===== config.mk =====
export PLATFORM = sky130hd
export DESIGN_NAME = egbs_ram
export DESIGN_NICKNAME = d
export VERILOG_FILES = /design/src/hdl/egbs_ram.sv
export SDC_FILE = /design/constraint.sdc
export NUM_CORES = 1
export LEC_CHECK = 0
export BUFFER_PORTS_ARGS = -buffer_cell sky130_fd_sc_hd__buf_4
export CAP_MARGIN = 10
export CORE_MARGIN = 2
export CORE_UTILIZATION = 30
export CTS_CLUSTER_SIZE = 16
export DETAILED_ROUTE_END_ITERATION = 6
export GPL_ROUTABILITY_DRIVEN = 0
export GPL_TIMING_DRIVEN = 0
export SLEW_MARGIN = 20
export SYNTH_ARGS = -nofsm -noshare
export SYNTH_HDL_FRONTEND = slang
export SYNTH_SLANG_ARGS = --single-unit

===== constraint.sdc =====
create_clock -name clk_i -period 4.85 [get_ports clk_i]
set_input_delay 0.7275 -clock clk_i [delete_from_list [all_inputs] [get_ports clk_i]]
set_output_delay 0.7275 -clock clk_i [all_outputs]
set_load 0.005 [all_outputs]

===== src/hdl/egbs_ram.sv =====
// ----------------------------------------------------------------------------
// egbs_ram
// Generic single write port, single read port RAM with registered read.
// ----------------------------------------------------------------------------
module egbs_ram #(
  parameter int unsigned WIDTH = 8,
  parameter int unsigned DEPTH = 32
) (
  input  logic                     clk_i,
  input  logic                     we_i,
  input  logic [$clog2(DEPTH)-1:0] waddr_i,
  input  logic [WIDTH-1:0]         wdata_i,
  input  logic [$clog2(DEPTH)-1:0] raddr_i,
  output logic [WIDTH-1:0]         rdata_o
);

  logic [WIDTH-1:0] mem_q [DEPTH];

  // write port
  always_ff @(posedge clk_i) begin
    if (we_i) begin
      mem_q[waddr_i] <= wdata_i;
    end
  end

  // registered read
  always_ff @(posedge clk_i) begin
    rdata_o <= mem_q[raddr_i];
  end

endmodule


==> impl_metrics.csv, run 1 <==
group,metric,value,unit
critical_path,crit_top_cell,"mux4_2",
die,io-pin-count,28,
timing,rsz0062_at_grt,"false",
global_route,grt_max_degree,33,
critical_path,crit_buf_inv,2,
timing,clock_skew,0.02126,ns
global_route,grt_pass1_vias,4529,
layout,fillers,3030,
critical_path,slowest_stage,"buf_1",
placement,hpwl,13170,um
clock_network,postCtsSetupRepairBufs,0,
route,ant_nets,0,
route,dr_wl_met3,1367,um
clock_network,worstSkewPairLatency,0.53,ns
logic_synthesis,ys_seq_area_share,78.06,%
critical_path,worstPathCellList,"clkbuf_1 -> buf_1 -> mux4_2 -> mux4_2 -> mux2_2",
logic_synthesis,yosys_warnings,0,
clock_network,htree_num_levels,1,
clock_network,cts_tree,"done",
layout,areaGrowthSynthToFinish,15.72,%
power_and_ir_drop,power_density,410.9,nW/um^2
critical_path,arrival,3.11,ns
timing,fmax,371.1,MHz
layout,drive_above_1_share,32.44,%
route,vias,4306,
layout,regArea,7848,um^2
outcome,status,"finished, final reports clean",
placement,numPortBuffers,22,
timing,setup_viol,0,
global_route,grt_first_pass_wirelength,29680,um
logic_synthesis,netlist_area,10050,um^2
clock_network,cts_buffer_depth,3,
global_route,track_usage,11.30,%
job,maxCapViolCount,0,
layout,multi_input_area,2100,um^2
hold_path,worstHoldPathType,"primary input to register",
die,dieArea,34990,um^2
die,start_util,30.21,%
timing,fin_crit_sh,55.55,%
logic_synthesis,synth_top_family_by_area,"multiplexers",
timing,slew_viol_final,0,
clock_network,path_clk_slew,0.06,ns
power_and_ir_drop,power_leakage,3.540,nW
route,drt-pass1-iter-count,5,
placement,place_area,10780,um^2
die,die_h,187.1,um
route,met1Wirelength,8573,um
logic_synthesis,syn_nets,437,
critical_path,cp_top_family,"multiplexers",
critical_path,crit_fanout,10,
logic_synthesis,synthMuxAreaShare,18.82,%
global_route,antenna_found_initial,0,
timing,tns,0,ns
timing,period_minus_slack,2.694,ns
route,avgRoutedWirePerCell,21.28,um
timing,tightest_slew,0.8826,ns
die,die_w,187.1,um
critical_path,startpoint_type,"primary input",
layout,antenna_cells,0,
die,core-area,33280,um^2
critical_path,reg2reg_slack,2.99,ns
route,dr.max_layer_used,"met4",
logic_synthesis,syn_avg_cell_area,24.11,um^2
timing,hold_viol_final,0,
clock_network,cts_root_buf,"clkbuf_16",
critical_path,slowest_delay,0.66,ns
logic_synthesis,synth_xor_area_share,0,%
die,row_count,67,
logic_synthesis,yosysUniqueCellTypes,15,
clock_network,cts_resized,0,
route,routed_wl,19900,um
logic_synthesis,synth-compound-area-share,0,%
layout,nNetsFinal,487,
layout,postLayoutCoreUtil,34.96,%
logic_synthesis,synth_simple_gate_area_share,2.066,%
route,route.detailed.drc,0,
critical_path,worst_setup_path_end_kind,"register",
clock_network,cts_buffers,26,
layout,design_area,11630,um^2
timing,max-slew-margin-rel,40.94,%
route,drt_iter0_markers,385,
critical_path,crit_type,"primary input to register",
global_route,grt-ovfl-total,0,
logic_synthesis,synthAdderAreaFrac,0,%
clock_network,cts_sinks,264,
clock_network,cts_hold_buf,0,
route,wl_met2,9504,um
power_and_ir_drop,vdd_drop_max,0.3433,mV
logic_synthesis,syn-instance-count,417,
logic_synthesis,synth_seq_cells,264,
critical_path,critPathRequiredTime,5.26,ns
route,via_per_inst,4.605,
-- final cells by class --
| type | instances | area share (%) |
|---|---|---|
| Buffer | 20 | 0.9142 |
| Tap cell | 448 | 4.818 |
| Sequential cell | 264 | 67.46 |
| Clock inverter | 6 | 0.7098 |
| Timing Repair Buffer | 22 | 1.420 |
| Multi-Input combinational cell | 133 | 18.05 |
| Clock buffer | 42 | 6.636 |
-- sequential cells by signal (all words and copies together), names as in the netlist --
name     cells
mem_q      256
rdata_o      8
-- per-layer routing --
layer,vias to the layer above,global-route usage (%)
li1,1876,-
met1,2260,15.33
met2,141,18.32
met3,29,2.589
met4,0,3.175
met5,-,0
-- cell families (layout without fill, tap and decap cells) --
family / count (synthesis) / count (layout)
multiplexers: 88 / 88
buffers and inverters: 20 / 90
flip-flops: 264 / 264
AND/OR/NAND/NOR: 45 / 45
-- cell usage after synthesis, drive strengths merged --
cell    number  area, um^2
or3b         3       26.28
buf         14       83.82
clkbuf       6       22.52
or3          1       6.260
dfxtp        8       160.2
nand2        1       3.750
edfxtp     256        7687
nor2        33       123.9
mux2         8       90.09
mux4        80        1802
nand3        2       10.01
nand3b       5       37.54
-- report_power, final --
group	internal, mW	switching, mW
Combinational	0.111	0.135
Clock	1.19	0.798
Sequential	2.54	0.00849
Total	3.84	0.941
-- path summary, 6_finish.rpt --
| path | from | depth (start not counted) | end |
|---|---|---|---|
| max | raddr_i[2] | 5 | rdata_o[4] |
| max reg2reg | mem_q[26][0] | 3 | rdata_o[0] |
| min reg2reg | mem_q[6][1] | 3 | rdata_o[1] |
| min | wdata_i[3] | 1 | mem_q[21][3] |
-- through the flow --
stage / instances / hold WS, ns / power, mW / setup slack, ns
global placement: 887 / 0.9101 / 2.836 / 1.559
CTS: 935 / 0.6157 / 4.825 / 2.102
detailed placement: 887 / 0.9079 / 2.845 / 1.558
floorplan: 417 / 0.8264 / 2.728 / 2.320
global route: 935 / 0.6360 / 4.928 / 2.057
finish: 935 / 0.6222 / 4.780 / 2.156
-- cells in the final DEF (no fill, tap or decap), types with 4 or more instances in the layout --
master,netlist,layout
clkbuf_16,0,27
edfxtp_1,256,256
mux2_2,8,8
nand3b_1,5,5
buf_1,6,6
nor2_1,33,33
buf_4,6,28
dfxtp_1,8,8
clkbuf_8,0,4
mux4_2,80,80
clkbuf_1,6,17
Note: power is estimated with default switching activity, not from simulation.
==> inputs of run 2 (changes only) <==
Settings changed: ABC_AREA from default to 1.
Clock period 4.85 ns to 2.2 ns, I/O delays scaled along.
==> run 2 against run 1 <==
Clock power grew 130%; first-iteration DRC count increased by 110%; power grew 130%; core utilization about the same; final cell count grew 56%; count of clock-buffer cells in the layout decreased by 4; worst setup slack worse by 1.6 ns; routed wire length is 40% higher; sequential power is 120% higher; critical path type unchanged; largest cell class unchanged; highest routed layer unchanged.
==> impl_metrics.csv, run 2 <==
group,metric,value,unit
outcome,status,"finished, final reports clean",
logic_synthesis,yosysUniqueCellTypes,12,
power_and_ir_drop,power_density,873.9,nW/um^2
logic_synthesis,syn-instance-count,922,
die,die_w,193.6,um
layout,regMostFlops,"mem_q",
logic_synthesis,synth_edf_count,256,
global_route,grt-ovfl-total,0,
layout,layout_common_cells,"nand2_1, edfxtp_1, nand3_1, nor2_1, buf_4",
global_route,grt_use_met1,20.63,%
timing,layout_setup_ws,0.5285,ns
layout,postLayoutCoreUtil,35.00,%
layout,fin_cells,1455,
placement,place_area,11540,um^2
power_and_ir_drop,power_leakage,4.551,nW
placement,place_inst,1407,
hold_path,hp-start,"wdata_i[0]",
layout,reg_top3,"mem_q x256, rdata_o x8",
logic_synthesis,ys_seq_area_share,72.75,%
global_route,grt_first_pass_wirelength,41660,um
timing,fmax,598.3,MHz
global_route,grt_use_met2,23.43,%
critical_path,startpoint_type,"primary input",
logic_synthesis,synth_common_cells,"nand2_1, edfxtp_1, nand3_1",
timing,tightest_slew,0.9967,ns
clock_network,cts_resized,0,
route,drt_iter0_markers,815,
global_route,top_usage_layer,"met2",
critical_path,arrival,1.83,ns
timing,rsz0062_at_grt,"false",
route,avgRoutedWirePerCell,19.18,um
critical_path,crit_type,"primary input to register",
layout,design_area,12420,um^2
timing,tns,0,ns
logic_synthesis,yosys_warnings,0,
critical_path,slowest_stage,"nor2_1",
logic_synthesis,synth.top_cell.area_share,71.27,%
layout,fillers,3435,
route,via_per_inst,4.842,
timing,max-slew-margin-rel,33.31,%
die,dieArea,37490,um^2
clock_network,cts_tree,"done",
route,vias,7045,
critical_path,reg2reg_slack,0.91,ns
critical_path,r2r_end,"rdata_o[4]",
logic_synthesis,netlist_area,10790,um^2
logic_synthesis,synth.most_common_cell,"nand2_1",
critical_path,cp_top_family,"simple AND/OR/NAND/NOR gates",
die,io-pin-count,28,
hold_path,holdPathStages,1,
layout,layout_commonest_cell,"nand2_1",
die,die_h,193.6,um
critical_path,worstPathCellList,"buf_4 -> inv_1 -> nand3_1 -> nor2_1",
global_route,grt.met3_usage,2.296,%
timing,fin_crit_sh,75.98,%
logic_synthesis,synth_area_leaders,"edfxtp_1, nand2_1, nand3_1",
clock_network,worstSkewPairLatency,0.54,ns
critical_path,crit_buf_inv,2,
timing,setup_viol,0,
layout,drive_above_1_share,10.97,%
timing,period_minus_slack,1.672,ns
clock_network,postCtsSetupRepairBufs,0,
logic_synthesis,syn_avg_cell_area,11.70,um^2
layout,largest_register_ffs,256,
die,core-area,35480,um^2
logic_synthesis,synth_top_flop_cell,"edfxtp_1",
layout,antenna_cells,0,
critical_path,worst_setup_path_end_kind,"register",
critical_path,critPathRequiredTime,2.35,ns
die,row_count,69,
die,start_util,30.40,%
route,route.detailed.drc,0,
timing,slew_viol_final,0,
logic_synthesis,synth_async_sr_flop_share,0,%
clock_network,cts_root_buf,"clkbuf_16",
power_and_ir_drop,power,10.85,mW
clock_network,cts_buffers,27,
layout,regArea,7848,um^2
route,ant_nets,0,
timing,hold_viol_final,0,
clock_network,cts_buffer_depth,3,
global_route,track_usage,14.67,%
global_route,antenna_found_initial,0,
clock_network,cts_sinks,264,
global_route,grt_pass1_vias,6854,
logic_synthesis,syn_nets,942,
route,drt-pass1-iter-count,5,
critical_path,r2r_start,"mem_q[5][4]",
critical_path,crit_fanout,8,
logic_synthesis,yosysTopAreaCell,"edfxtp_1",
job,maxCapViolCount,0,
clock_network,cts_hold_buf,0,
hold_path,worstHoldPathType,"primary input to register",
critical_path,slowest_delay,0.93,ns
clock_network,htree_num_levels,1,
layout,areaGrowthSynthToFinish,15.14,%
placement,place_ws,-0.02318,ns
placement,numPortBuffers,24,
power_and_ir_drop,vdd_drop_max,0.5688,mV
global_route,grt_max_degree,33,
layout,multi_input_area,2492,um^2
timing,clock_skew,0.01014,ns
hold_path,hold_end,"mem_q[29][0]",
layout,nNetsFinal,995,
route,routed_wl,27910,um
clock_network,path_clk_slew,0.06,ns
logic_synthesis,synth_seq_cells,264,
critical_path,rr_worst_depth,8,
placement,hpwl,18210,um
timing,hold_slack,0.2579,ns
[run 2: how the worst max path moves through the flow]
stage / slack [ns] / endpoint / cells after the start / start
2_1_floorplan: 0.84 / mem_q[0][0] / 3 / waddr_i[0]
3_3_place_gp: 0.12 / mem_q[10][0] / 4 / waddr_i[0]
3_5_place_dp: -0.02 / mem_q[10][0] / 4 / waddr_i[0]
4_1_cts: 0.55 / mem_q[10][4] / 4 / waddr_i[0]
5_1_grt: 0.46 / mem_q[10][5] / 4 / waddr_i[0]
6_report: 0.53 / mem_q[10][6] / 4 / waddr_i[0]
[run 2: worst reg2reg max path, delay by kind of cell, from the launching register on]
| family | cells | cell delay [ns] |
|---|---|---|
| flip-flops | 1 | 0.37 |
| AND/OR/NAND/NOR | 8 | 0.80 |
[run 2: logic make-up after synthesis]
group	Yosys count	share of synthesized area [%]
and+or+nand+nor	596	23.11
DFF	264	72.75
buffers and inverters	62	4.141
[run 2: routing by layer]
metal	wire length, um	share of wire (%)
met5	0	0
met4	673	2.4
met3	1895	6.8
met2	12810	46
met1	12530	45
[run 2: cell type report]
cell class | instances | share of cell area, %
clock inverter | 10 | 0.7959
multi-input combinational | 596 | 20.07
timing repair buffer | 24 | 1.451
inverter | 10 | 0.3022
clock buffer | 38 | 6.256
sequential | 264 | 63.19
buffer | 52 | 3.294
tap | 461 | 4.644
[run 2: where the power goes]
group          total, mW  internal [mW]  switching [mW]
logic              0.756          0.223           0.533
registers           5.61           5.59          0.0192
clock network       4.49           2.67            1.82
